`src/rtl/assert_macros.svh`:
```
// ----------------------------------------------------------------------------
// Assertion macros for the RTL file that carries concurrent checks.
// ----------------------------------------------------------------------------
`ifndef ASSERT_MACROS_SVH
`define ASSERT_MACROS_SVH

// Clocked property with synchronous reset masking.
`define CHK_ASSERT(label, clk, rst, prop) \
  label: assert property (@(posedge clk) disable iff (rst) prop) \
    else $error("check failed: clocked property violated");

// Same-cycle implication with synchronous reset masking.
`define CHK_IMPLY(label, clk, rst, ante, cons) \
  label: assert property (@(posedge clk) disable iff (rst) (ante) |-> (cons)) \
    else $error("check failed: implication violated");

`endif

```
`src/rtl/hwr_pkg.sv`:
```
// ----------------------------------------------------------------------------
// hwr_pkg
// Types, codes and helpers for the receive window refill block.
// ----------------------------------------------------------------------------
package hwr_pkg;

  localparam int WIN_W  = 31;
  localparam int ID_W   = 31;
  localparam int SIZE_W = 24;

  typedef logic [WIN_W-1:0]  win_t;
  typedef logic [ID_W-1:0]   id_t;
  typedef logic [SIZE_W-1:0] size_t;

  localparam logic [1:0] OP_OPEN  = 2'd0;
  localparam logic [1:0] OP_CLOSE = 2'd1;
  localparam logic [1:0] OP_DATA  = 2'd2;

  localparam logic [1:0] ST_UPDATE  = 2'd0;
  localparam logic [1:0] ST_UNKNOWN = 2'd1;
  localparam logic [1:0] ST_FULL    = 2'd2;

  localparam win_t WINDOW_RESET = win_t'(65535);

  // At most two results per item; the result queue holds two items' worth.
  localparam int MAX_RES   = 2;
  localparam int RES_DEPTH = 4;
  localparam int RES_PTR_W = $clog2(RES_DEPTH);
  localparam int RES_CNT_W = $clog2(RES_DEPTH + 1);

  typedef struct packed {
    logic [1:0] op;
    id_t        stream_id;
    size_t      data_size;
  } req_item_t;

  typedef struct packed {
    logic [1:0] status;
    id_t        update_stream;
    win_t       update_increment;
    logic       last;
  } rsp_item_t;

  typedef struct packed {
    logic [1:0] n_res;
    rsp_item_t  first;
    rsp_item_t  second;
  } core_res_t;

  // floor(3*s/4) without overflow.
  function automatic win_t three_quarters(win_t s);
    logic [WIN_W+1:0] t;
    t = {2'b00, s} + {1'b0, s, 1'b0};
    return t[WIN_W+1:2];
  endfunction

endpackage

```
`src/rtl/hwr_if.sv`:
```
// ----------------------------------------------------------------------------
// hwr_req_if / hwr_rsp_if
// Valid/ready channels for request items and result items.
// ----------------------------------------------------------------------------
interface hwr_req_if;
  import hwr_pkg::*;
  logic      valid;
  logic      ready;
  req_item_t item;
  modport source (output valid, output item, input ready);
  modport sink   (input valid, input item, output ready);
endinterface

interface hwr_rsp_if;
  import hwr_pkg::*;
  logic      valid;
  logic      ready;
  rsp_item_t item;
  modport source (output valid, output item, input ready);
  modport sink   (input valid, input item, output ready);
endinterface

```
`src/rtl/hwr_credit_core.sv`:
```
// ----------------------------------------------------------------------------
// hwr_credit_core
// Stream table, connection window and the per-item refill decision.
// ----------------------------------------------------------------------------
module hwr_credit_core #(
  parameter int MAX_STREAMS = 16
) (
  input  logic               clk,
  input  logic               rst,
  input  logic               cfg_we,
  input  hwr_pkg::win_t      cfg_wdata,
  input  logic               go,
  input  hwr_pkg::req_item_t item,
  output hwr_pkg::core_res_t res
);
  import hwr_pkg::*;

  localparam int IDX_W = (MAX_STREAMS > 1) ? $clog2(MAX_STREAMS) : 1;

  logic [MAX_STREAMS-1:0] slot_valid;
  id_t  slot_stream  [MAX_STREAMS];
  win_t slot_window  [MAX_STREAMS];
  win_t slot_setting [MAX_STREAMS];
  win_t default_window;
  win_t zero_window;
  win_t conn_window;

  logic             any_hit, any_free, id_zero;
  logic [IDX_W-1:0] hit_idx, free_idx, wr_idx;
  win_t             win_sel, setting_sel, size_ext, new_win;
  logic             stream_low, conn_low;
  logic             open_wr, close_hit, data_ok;
  rsp_item_t        s_res, c_res, e_res;

  always_comb begin
    id_zero  = (item.stream_id == '0);
    any_hit  = 1'b0;
    hit_idx  = '0;
    any_free = 1'b0;
    free_idx = '0;
    for (int i = 0; i < MAX_STREAMS; i++) begin
      if (slot_valid[i] && slot_stream[i] == item.stream_id) begin
        any_hit = 1'b1;
        hit_idx = hit_idx | IDX_W'(i);
      end
    end
    // Descending scan leaves the lowest free slot.
    for (int i = MAX_STREAMS - 1; i >= 0; i--) begin
      if (!slot_valid[i]) begin
        any_free = 1'b1;
        free_idx = IDX_W'(i);
      end
    end
    wr_idx = any_hit ? hit_idx : free_idx;

    size_ext    = {{(WIN_W - SIZE_W){1'b0}}, item.data_size};
    win_sel     = id_zero ? zero_window : slot_window[hit_idx];
    setting_sel = id_zero ? default_window : slot_setting[hit_idx];
    stream_low  = (win_sel < size_ext) ||
                  ((win_sel - size_ext) < three_quarters(setting_sel));
    conn_low    = (conn_window < size_ext) ||
                  (conn_window < three_quarters(default_window));
    new_win     = stream_low ? setting_sel : win_sel - size_ext;

    open_wr   = (item.op == OP_OPEN) && !id_zero && (any_hit || any_free);
    close_hit = (item.op == OP_CLOSE) && !id_zero && any_hit;
    data_ok   = (item.op == OP_DATA) && (id_zero || any_hit);

    s_res = '{status: ST_UPDATE, update_stream: item.stream_id,
              update_increment: setting_sel, last: !conn_low};
    c_res = '{status: ST_UPDATE, update_stream: '0,
              update_increment: setting_sel, last: 1'b1};
    e_res = '{status: ST_UNKNOWN, update_stream: item.stream_id,
              update_increment: '0, last: 1'b1};

    res.n_res  = 2'd0;
    res.first  = e_res;
    res.second = c_res;
    if (go) begin
      case (item.op)
        OP_OPEN: begin
          if (!id_zero && !any_hit && !any_free) begin
            res.n_res        = 2'd1;
            res.first.status = ST_FULL;
          end
        end
        OP_DATA: begin
          if (!data_ok) begin
            res.n_res = 2'd1;
          end else begin
            res.n_res = {1'b0, stream_low} + {1'b0, conn_low};
            res.first = stream_low ? s_res : c_res;
          end
        end
        default: begin
          res.n_res = 2'd0;
        end
      endcase
    end
  end

  always_ff @(posedge clk) begin
    if (rst) begin
      slot_valid     <= '0;
      default_window <= WINDOW_RESET;
      zero_window    <= WINDOW_RESET;
      conn_window    <= WINDOW_RESET;
    end else if (cfg_we) begin
      default_window <= cfg_wdata;
      zero_window    <= cfg_wdata;
      conn_window    <= cfg_wdata;
    end else if (go) begin
      if (open_wr) begin
        slot_valid[wr_idx] <= 1'b1;
      end
      if (close_hit) begin
        slot_valid[hit_idx] <= 1'b0;
      end
      if (data_ok) begin
        if (id_zero) begin
          zero_window <= new_win;
        end
        conn_window <= conn_low ? default_window : conn_window - size_ext;
      end
    end
  end

  always_ff @(posedge clk) begin
    if (go && open_wr) begin
      slot_stream[wr_idx]  <= item.stream_id;
      slot_window[wr_idx]  <= default_window;
      slot_setting[wr_idx] <= default_window;
    end else if (go && data_ok && !id_zero) begin
      slot_window[hit_idx] <= new_win;
    end
  end

endmodule

```
`src/rtl/hwr_result_fifo.sv`:
```
// ----------------------------------------------------------------------------
// hwr_result_fifo
// Small result queue taking up to two results a cycle, giving one.
// ----------------------------------------------------------------------------
module hwr_result_fifo (
  input  logic                        clk,
  input  logic                        rst,
  input  hwr_pkg::core_res_t          res,
  output logic [hwr_pkg::RES_CNT_W-1:0] count,
  hwr_rsp_if.source                   rsp
);
  import hwr_pkg::*;

  rsp_item_t            mem [RES_DEPTH];
  logic [RES_PTR_W-1:0] wr_ptr, rd_ptr;
  logic                 pop;
  logic [RES_PTR_W-1:0] wr_ptr_next;
  logic [RES_CNT_W-1:0] count_next;

  assign pop      = rsp.valid && rsp.ready;
  assign rsp.valid = (count != '0);
  assign rsp.item  = mem[rd_ptr];

  always_comb begin
    wr_ptr_next = wr_ptr + RES_PTR_W'(res.n_res);
    count_next  = count + RES_CNT_W'(res.n_res) - RES_CNT_W'(pop);
  end

  always_ff @(posedge clk) begin
    if (rst) begin
      wr_ptr <= '0;
      rd_ptr <= '0;
      count  <= '0;
    end else begin
      wr_ptr <= wr_ptr_next;
      count  <= count_next;
      if (pop) begin
        rd_ptr <= rd_ptr + RES_PTR_W'(1);
      end
    end
  end

  always_ff @(posedge clk) begin
    if (res.n_res != 2'd0) begin
      mem[wr_ptr] <= res.first;
    end
    if (res.n_res == 2'd2) begin
      mem[wr_ptr + RES_PTR_W'(1)] <= res.second;
    end
  end

endmodule

```
`src/rtl/http2_receive_window_refill_unit.sv`:
```
// ----------------------------------------------------------------------------
// http2_receive_window_refill_unit: stage register, credit core, then the result queue.
// Throughput: one request a cycle when no results; otherwise a request waits until the
// queue has room for its results, which the single result port frees one at a time.
// Synchronous reset empties the stream table and queue and loads all three windows with 65535.
// ----------------------------------------------------------------------------
`include "assert_macros.svh"

module http2_receive_window_refill_unit #(
  parameter int MAX_STREAMS = 16
) (
  input  logic          clk,
  input  logic          rst,
  input  logic          cfg_we,
  input  hwr_pkg::win_t cfg_wdata,
  hwr_req_if.sink       req,
  hwr_rsp_if.source     rsp
);
  import hwr_pkg::*;

  // A request transfer lands in the stage register. In the following cycle the
  // core looks up the stream, decides on refills, updates its windows and
  // pushes zero, one or two results into the result queue. Because state is
  // written at the same edge that retires the staged request, the next staged
  // request always sees up-to-date windows; there are no hazards to track.
  logic                 stage_valid;
  req_item_t            stage_item;
  core_res_t            core_res;
  logic [RES_CNT_W-1:0] fifo_count;
  logic                 accept;

  // Admission keeps room for the worst case: the staged request and the new
  // one may each add two results before anything drains.
  assign req.ready = (int'(fifo_count) + (stage_valid ? MAX_RES : 0) + MAX_RES)
                     <= RES_DEPTH;
  assign accept    = req.valid && req.ready;

  always_ff @(posedge clk) begin
    if (rst) begin
      stage_valid <= 1'b0;
    end else begin
      stage_valid <= accept;
    end
  end

  always_ff @(posedge clk) begin
    if (accept) begin
      stage_item <= req.item;
    end
  end

  hwr_credit_core #(
    .MAX_STREAMS (MAX_STREAMS)
  ) u_core (
    .clk       (clk),
    .rst       (rst),
    .cfg_we    (cfg_we),
    .cfg_wdata (cfg_wdata),
    .go        (stage_valid),
    .item      (stage_item),
    .res       (core_res)
  );

  hwr_result_fifo u_fifo (
    .clk   (clk),
    .rst   (rst),
    .res   (core_res),
    .count (fifo_count),
    .rsp   (rsp)
  );

  // A request transfer is always processed in the next cycle.
  `CHK_ASSERT(a_accept_staged, clk, rst, accept |=> stage_valid)
  // The queue never holds more than a staged request can still fill.
  `CHK_IMPLY(a_queue_room, clk, rst, stage_valid, int'(fifo_count) + MAX_RES <= RES_DEPTH)
  // Error results stand alone and carry no increment.
  `CHK_IMPLY(a_err_last, clk, rst, rsp.valid && rsp.item.status != ST_UPDATE, rsp.item.last && rsp.item.update_increment == '0)

endmodule

```
`src/flat_wrapper.sv`:
```
// flat-port wrapper written by rule: the top's interface ports become plain ports
module http2_receive_window_refill_unit_flat import hwr_pkg::*;
#(
  parameter int MAX_STREAMS = 16
)
  (clk, rst, cfg_we, cfg_wdata, req_valid, req_item, req_ready, rsp_valid, rsp_item, rsp_ready);
  hwr_req_if req_i ();
  hwr_rsp_if rsp_i ();
  input  logic clk;
  input  logic rst;
  input  logic cfg_we;
  input  hwr_pkg::win_t cfg_wdata;
  input wire logic [$bits(req_i.valid)-1:0] req_valid;
  input wire logic [$bits(req_i.item)-1:0] req_item;
  output wire logic [$bits(req_i.ready)-1:0] req_ready;
  output wire logic [$bits(rsp_i.valid)-1:0] rsp_valid;
  output wire logic [$bits(rsp_i.item)-1:0] rsp_item;
  input wire logic [$bits(rsp_i.ready)-1:0] rsp_ready;
  assign req_i.valid = req_valid;
  assign req_i.item = req_item;
  assign req_ready = req_i.ready;
  assign rsp_valid = rsp_i.valid;
  assign rsp_item = rsp_i.item;
  assign rsp_i.ready = rsp_ready;
  http2_receive_window_refill_unit #(.MAX_STREAMS(MAX_STREAMS)) u_core (.clk(clk), .rst(rst), .cfg_we(cfg_we), .cfg_wdata(cfg_wdata), .req(req_i), .rsp(rsp_i));
endmodule
```
`config.mk`:
```
export PLATFORM = sky130hd
export DESIGN_NAME = http2_receive_window_refill_unit_flat
export DESIGN_NICKNAME = d
export VERILOG_FILES = /design/src/rtl/hwr_pkg.sv /design/src/rtl/hwr_if.sv /design/src/rtl/hwr_credit_core.sv /design/src/rtl/hwr_result_fifo.sv /design/src/rtl/http2_receive_window_refill_unit.sv /design/src/flat_wrapper.sv
export VERILOG_INCLUDE_DIRS = /design/src /design/src/rtl
export SDC_FILE = /design/constraint.sdc
export NUM_CORES = 2
export LEC_CHECK = 0
export ABC_AREA = 1
export BUFFER_PORTS_ARGS = -buffer_cell sky130_fd_sc_hd__buf_2
export CORE_ASPECT_RATIO = 2
export CORE_MARGIN = 5
export CORE_UTILIZATION = 60
export CTS_CLUSTER_DIAMETER = 200
export DETAILED_ROUTE_END_ITERATION = 12
export GPL_ROUTABILITY_DRIVEN = 0
export PLACE_DENSITY = 0.77
export REMOVE_ABC_BUFFERS = 1
export SLEW_MARGIN = 15
export SYNTH_ARGS = -nofsm -noshare
export SYNTH_HDL_FRONTEND = slang
export SYNTH_SLANG_ARGS = --single-unit
```
`constraint.sdc`:
```
create_clock -name clk -period 11 [get_ports clk]
set_clock_uncertainty 0.1 [all_clocks]
set_input_delay 0.55 -clock clk [delete_from_list [all_inputs] [get_ports clk]]
set_output_delay 0.55 -clock clk [all_outputs]
set_load 0.03 [all_outputs]
```
Word-level counts from Yosys, hierarchy flattened

Memory sizes are Yosys's and may differ from the RTL's. A register that Yosys moved wholly into a read port is not among the register bits.
Cells that the tools add are included.

Output and inout port bits: 67
RAM bits: 1748
Bits of input ports: 93
Logic and storage cells: 215
Memories: 4
Bits in registers: 174

Multiplexer cells: 107
Bitwise operators: 4
Magnitude comparators: 9
Reduce and logical (&&, ||, !) cells: 49
Equal/unequal tests: 19
Add/subtract/negate cells: 12

Memories:

| name                       | words | width | rd ports | clocked after memory_dff | wr ports | line                  | RTL |
|---|---|---|---|---|---|---|---|
| u_core.u_core.slot_setting | 16    | 31    | 1        | 0                        | 1        | hwr_credit_core.sv:23 | `win_t slot_setting [MAX_STREAMS];` |
| u_core.u_core.slot_stream  | 16    | 31    | 16       | 0                        | 1        | hwr_credit_core.sv:21 | `id_t slot_stream [MAX_STREAMS];` |
| u_core.u_core.slot_window  | 16    | 31    | 1        | 0                        | 1        | hwr_credit_core.sv:22 | `win_t slot_window [MAX_STREAMS];` |
| u_core.u_fifo.mem          | 4     | 65    | 1        | 1                        | 2        | hwr_result_fifo.sv:14 | `rsp_item_t mem [RES_DEPTH];` |

Operators with widths:

| kind                  | count |
|---|---|
| $eq 31x31->1          | 16 |
| $mux 31               | 12 |
| $mux 63               | 2 |
| $mux 4                | 26 |
| $mux 16               | 5 |
| $mux 67               | 1 |
| $add 31x32->33        | 2 |
| $mux 64               | 1 |
| $lt 31x24->1          | 2 |
| $lt 31x31->1          | 2 |
| $sub 31x24->31        | 2 |
| $mux 1                | 45 |
| $add 32x3->32 const B | 1 |
| $add 4x32->32         | 1 |
| $le 32x4->1 const B   | 1 |
| $logic_not 31->1      | 1 |
| $reduce_or 31->1      | 1 |
| $logic_and 1x1->1     | 30 |
| $and 16x16->16        | 1 |
| $not 16->16           | 1 |
| $or 16x16->16         | 1 |
| $mux 3                | 5 |
| $mux 2                | 6 |
| $lt 4x5->1 const B    | 2 |
| 18 further kinds      | 33 |

Depth between registers and ports, before layout

An unclocked memory read counts as a cell.

Word-level depth: 31
Gate-level depth with buffers: 70
Gate-level depth less buffers: 63

Modules after synthesis

Synthesis repeated with hierarchy kept, for this count alone.

Cell total of the unflattened synthesis: 8877
Area total of the unflattened synthesis: 90026.3 um^2

By module, submodules not included:

| module                           | area each (um^2) | times used | seq. area each (um^2) | cells each |
|---|---|---|---|---|
| hwr_credit_core                  | 75364.8          | 1          | 46864.9               | 7462 |
| hwr_result_fifo                  | 12851.1          | 1          | 7987.7                | 1343 |
| http2_receive_window_refill_unit | 1810.5           | 1          | 1731.7                | 72 |

Worst setup path after synthesis

Ideal clock, no wire load.

Path kind: reg2reg
From: reg u_core.stage_item[48] in the netlist's numbering
To: reg u_core.u_fifo.count[2] in the netlist's numbering
Buffers on the path: 7
Period minus slack after synthesis: 8.860 ns
Data required time: 10.780 ns
Path slack: 2.140 ns
Stages on the path, launching flop included: 65
Library setup time: 0.120 ns
Data arrival time: 8.640 ns
Cell sequence: edfxtp_1 -> buf_2 -> inv_4 -> buf_4 -> nand2_1 -> nand2_1 -> nor2_1 -> nand2_1 -> nor2_1 -> nand2_1 -> nor2_1 -> nor2_1 -> nand2_1 -> nor2_2 -> nor2_4 -> buf_6 -> buf_6 -> buf_4 -> (+29 left out) -> nor3_1 -> and3_1 -> a21oi_1 -> inv_1 -> nand2_4 -> buf_6 -> ha_1 -> inv_1 -> nand2_1 -> nand2_1 -> nand2_4 -> inv_2 -> ha_1 -> inv_1 -> ha_1 -> fa_1 -> o21ai_0 -> a21oi_1

Longest elaborated chain between the ends: 28
Elaborated cells between the ends (all ways): 86
Those cells by class: add/sub (5); order compare (2); eq/ne (16); mux (37); reduce/logical (24); memory (2)

Ends and longest elaborated chain:

| what                                             | line                                         | RTL |
|---|---|---|
| from (decl)                                      | http2_receive_window_refill_unit.sv:27       | `req_item_t stage_item;` |
| from (signal assigned)                           | http2_receive_window_refill_unit.sv:48       | `stage_item <= req.item;` |
| $eq 31x31->1                                     | hwr_credit_core.sv:42                        | `if (slot_valid[i] && slot_stream[i] == item.stream_id) begin` |
| $logic_and 1x1->1                                | hwr_credit_core.sv:42                        |  |
| $mux 1                                           | hwr_credit_core.sv:42                        |  |
| $mux 2 (2 in series)                             | hwr_credit_core.sv:42                        |  |
| $mux 3 (4 in series)                             | hwr_credit_core.sv:42                        |  |
| $mux 4 (8 in series)                             | hwr_credit_core.sv:42                        |  |
| $mem_v2 16x31, on equally long branches          | n/a                                          |  |
| $mux 31, on equally long branches                | hwr_credit_core.sv:58, hwr_credit_core.sv:57 |  |
| $add 31x32->33 or $sub 31x24->31 (tied branches) | hwr_pkg.sv:53, hwr_credit_core.sv:60         |  |
| $lt 31x31->1                                     | hwr_credit_core.sv:60                        | `((win_sel - size_ext) < three_quarters(setting_sel));` |
| $logic_or 1x1->1                                 | hwr_credit_core.sv:59                        | `stream_low = (win_sel < size_ext) \|\|` |
| $add 1x1->2                                      | hwr_credit_core.sv:91                        | `res.n_res = {1'b0, stream_low} + {1'b0, conn_low};` |
| $mux 2                                           | hwr_credit_core.sv:88                        | `if (!data_ok) begin` |
| $pmux 2 s2 (*)                                   | hwr_credit_core.sv:80                        | `case (item.op)` |
| $mux 67 (*)                                      | hwr_credit_core.sv:79                        | `if (go) begin` |
| $add 3x2->3 (*)                                  | hwr_result_fifo.sv:26                        | `count_next = count + RES_CNT_W'(res.n_res) - RES_CNT_W'(pop);` |
| $sub 3x1->3 (*)                                  | hwr_result_fifo.sv:26                        |  |
| to (signal assigned)                             | hwr_result_fifo.sv:36                        | `count <= count_next;` |
| to (decl)                                        | hwr_result_fifo.sv:9                         | `output logic [hwr_pkg::RES_CNT_W-1:0] count,` |

Every way passes the cells marked *; elsewhere a longest branch is shown, timed or not.
A chain may end at the register's enable or synchronous reset.

Final worst setup path

From: reg u_core.stage_item[40] in the netlist's numbering
To: reg u_core.u_fifo.count[2] in the netlist's numbering

Same word-level chain as after synthesis.

==> metrics.cfg <==
[floorplanning]
start_util = 0.6012
io_pins = 160
die_y_um = 549.4
fp-row-count = 198
die-area_um2 = 153700
fp.dieW_um = 279.7
coreArea_um2 = 145200

[clock_network]
htreeDepth = 4
clock_latency_ps = 830
cts-root-buf = clkbuf_16
clock_sinks = 1924
cts_made_buffers = 169
cts_buffer_depth = 4
cts.clk_slew.worst_paths_ps = 70
cts_tree = built

[run_status]
status = finished, final reports clean

[min_path]
min_path_type = in2reg

[route]
avgRoutedWirePerCell_um = 27.73
drt_first_pass_iters = 9
antenna_left = 0
vias = 68800
routed_wl_um = 300300
post-route-drc-count = 0
viasPerCell = 6.353
drt_iter0_drc = 8979

[worst_setup_path]
cp-end-kind = flop
cp.arrival_ps = 11160
max_stage_delay_ps = 560
cp_slowest_cell = xnor2_1
crit_top_cell = nand2_1
path_class = reg2reg
crit_fanout = 36
worstPathRequired_ps = 11580
cp-start-kind = flop

[pwr]
p_sw_frac = 0.3303
p_int_mw = 13.00
clkPwrFrac = 0.307
powerDensity_nw_per_um2 = 199.1
combPwrFrac = 0.250
leakagePower_nw = 38.40
finalPower_mw = 19.41
p_sw_mw = 6.410
seqPwrFrac = 0.443
ir_worst_vdd_mv = 0.2001

[placement]
io_buffers = 159
dp_cells = 10440
place_area_um2 = 91170
pre_cts_slack_ps = 470.3
dp_hpwl_um = 195700

[synthesis]
synth_edf_count = 1669
synth_cell_types = 61
ys.flop_type = edfxtp_1
yosysWarnings = 0
yosysSeqAreaShare = 0.6327
synth_seq_cells = 1924
syn_avg_cell_area_um2 = 10.31
syn-instance-count = 8469
syn_area_um2 = 87280
async_flop_share = 0

[timing]
tightest_slew_ps = 1289
hold_viol = 0
fmax_mhz = 94.51
rsz0062_at_grt = false
maxSlewHeadroom = 0.1339
post-route-period-util = 0.9619
post-route-min-period_ps = 10580
drv_slew = 0
finalWorstSetupSlack_ps = 419.0
setup_viol = 0

[cells_and_area]
nets = 9068
finalInstanceArea_um2 = 97490
instances_no_fill = 10830
drive_gt1_frac = 0.09451
areaGrowthSynthToFinish_pct = 11.70
fin_util = 0.6716

[grt]
antenna_found_initial = 7
grt.busiest_layer = met2
groute.layer.met2.usage = 0.6329
met1_usage = 0.3938
overflow = 0
grt_pass1_vias = 67970
globalRouteTotalUtil = 0.3807
use_met3 = 0.07776
grt_pass1_wl_um = 430500
grt_max_degree = 111

[flow_run]
maxCapViolations = 0

## critical path, delay by kind of cell (launching register included)
kind | cells | cell delay (ps)
AOI/OAI and AO/OA | 14 | 2810
xor gates and xnor gates | 2 | 750
and+or+nand+nor | 21 | 2870
buffers and inverters | 12 | 1540
adders and majority gates | 6 | 1840
DFF | 1 | 470
## per-stage QoR
stage / TNS, ps / hold slack [ps]
3_5_place_dp: 0 / 345.7
5_1_grt: 0 / 31.53
6_report: 0 / 23.69
3_3_place_gp: 0 / 335.1
4_1_cts: 0 / 1.067
2_1_floorplan: -51520 / 323.1
## power by group through the flow
stage          clock [mW]  combinational [mW]  sequential (mW)
2_1_floorplan           0                2.47             8.88
3_3_place_gp            0                4.52             8.73
3_5_place_dp            0                4.62             8.75
4_1_cts              5.95                4.66             8.59
5_1_grt              6.25                5.12             8.61
6_report             5.96                4.86             8.59
## metal layers
metal	routed length, um	vias up
li1	-	29640
met1	86840	32190
met2	142800	5198
met3	31610	1770
met4	39070	0
met5	0	-
## cells by family after synthesis
| family | Yosys count | share of synthesized area |
|---|---|---|
| flops | 1924 | 0.6327 |
| mux | 1 | 0.0001147 |
| fa+ha+maj | 182 | 0.02652 |
| compound gates | 1524 | 0.1045 |
| simple gates | 3473 | 0.1591 |
| xor+xnor | 180 | 0.01806 |
| buf+inv | 1185 | 0.05897 |
## flip-flops by register name, indices dropped and copies added (netlist names), named ones only
name	flops
u_core.u_core.slot_stream	496
u_core.u_core.slot_window	496
u_core.u_core.conn_window	31
u_core.u_core.slot_setting	496
u_core.u_fifo.count	3
u_core.u_core.zero_window	31
u_core.u_core.slot_valid	16
u_core.u_core.default_window	31
u_core.u_fifo.rd_ptr	2
u_core.u_fifo.wr_ptr	2
u_core.u_fifo.mem	260
u_core.stage_item	57
u_core.stage_valid	1
## repair_timing
| action | CTS | global route |
|---|---|---|
| setup buffers | 0 | 7 |
| hold buffers | 77 | 0 |
| endpoints found under the hold margin | 89 | 0 |
| gates resized for setup | 0 | 19 |
| setup endpoints to repair | 0 | 717 |
## Yosys cell counts (all sizes together), types with 16 or more instances
| cell | count | share of area |
|---|---|---|
| a21boi | 16 | 0.0014 |
| a21oi | 244 | 0.014 |
| a22o | 131 | 0.013 |
| a31oi | 18 | 0.0013 |
| a41oi | 18 | 0.0018 |
| buf | 223 | 0.017 |
| clkbuf | 142 | 0.0061 |
| dfxtp | 255 | 0.058 |
| edfxtp | 1669 | 0.57 |
| ha | 177 | 0.025 |
| inv | 815 | 0.035 |
| nand2 | 2328 | 0.10 |
| nand3 | 164 | 0.0095 |
| nand4 | 100 | 0.0072 |
| nor2 | 815 | 0.036 |
| nor3 | 20 | 0.0011 |
| nor4 | 17 | 0.0013 |
| o211ai | 23 | 0.0020 |
| o21a | 24 | 0.0021 |
| o21ai | 649 | 0.037 |
| o221ai | 22 | 0.0022 |
| o22ai | 325 | 0.024 |
| xnor2 | 117 | 0.012 |
| xor2 | 63 | 0.0063 |
## path summary, 6_finish.rpt
| kind | slack (ps) | endpoint | cells past startpoint | start |
|---|---|---|---|---|
| worst max-delay path | 420 | u_core.u_fifo.count[2] | 55 | u_core.stage_item[40] |
| worst min-delay path | 20 | u_core.u_core.default_window[21] | 3 | cfg_wdata[21] |
| worst max register to register | 420 | u_core.u_fifo.count[2] | 55 | u_core.stage_item[40] |
| worst min register to register | 360 | u_core.u_fifo.mem[2][33] | 2 | u_core.u_fifo.mem[2][33] |
## layout make-up
| cell class | count | area [um^2] |
|---|---|---|
| tap | 1900 | 2377 |
| sequential | 1924 | 55230 |
| antenna | 9 | 22.52 |
| fill | 10760 | 47680 |
| multi-input combinational | 5363 | 27220 |
| clock inverter | 88 | 839.6 |
| clock buffer | 210 | 4558 |
| inverter | 820 | 3124 |
| timing repair buffer | 515 | 4118 |
## placed cells by master, fill, tap and decap left out, types with 159 or more instances in the layout
cell | netlist | final
nand2_1 | 2303 | 2300
edfxtp_1 | 1669 | 1669
inv_1 | 778 | 771
nor2_1 | 801 | 764
o21ai_0 | 474 | 473
o22ai_1 | 312 | 312
dfxtp_1 | 255 | 253
a21oi_1 | 243 | 243
buf_4 | 88 | 241
ha_1 | 177 | 177
o21ai_1 | 175 | 176
clkbuf_16 | 0 | 173
nand3_1 | 162 | 162
buf_2 | 75 | 159
Power figures use the tool's default switching activity.
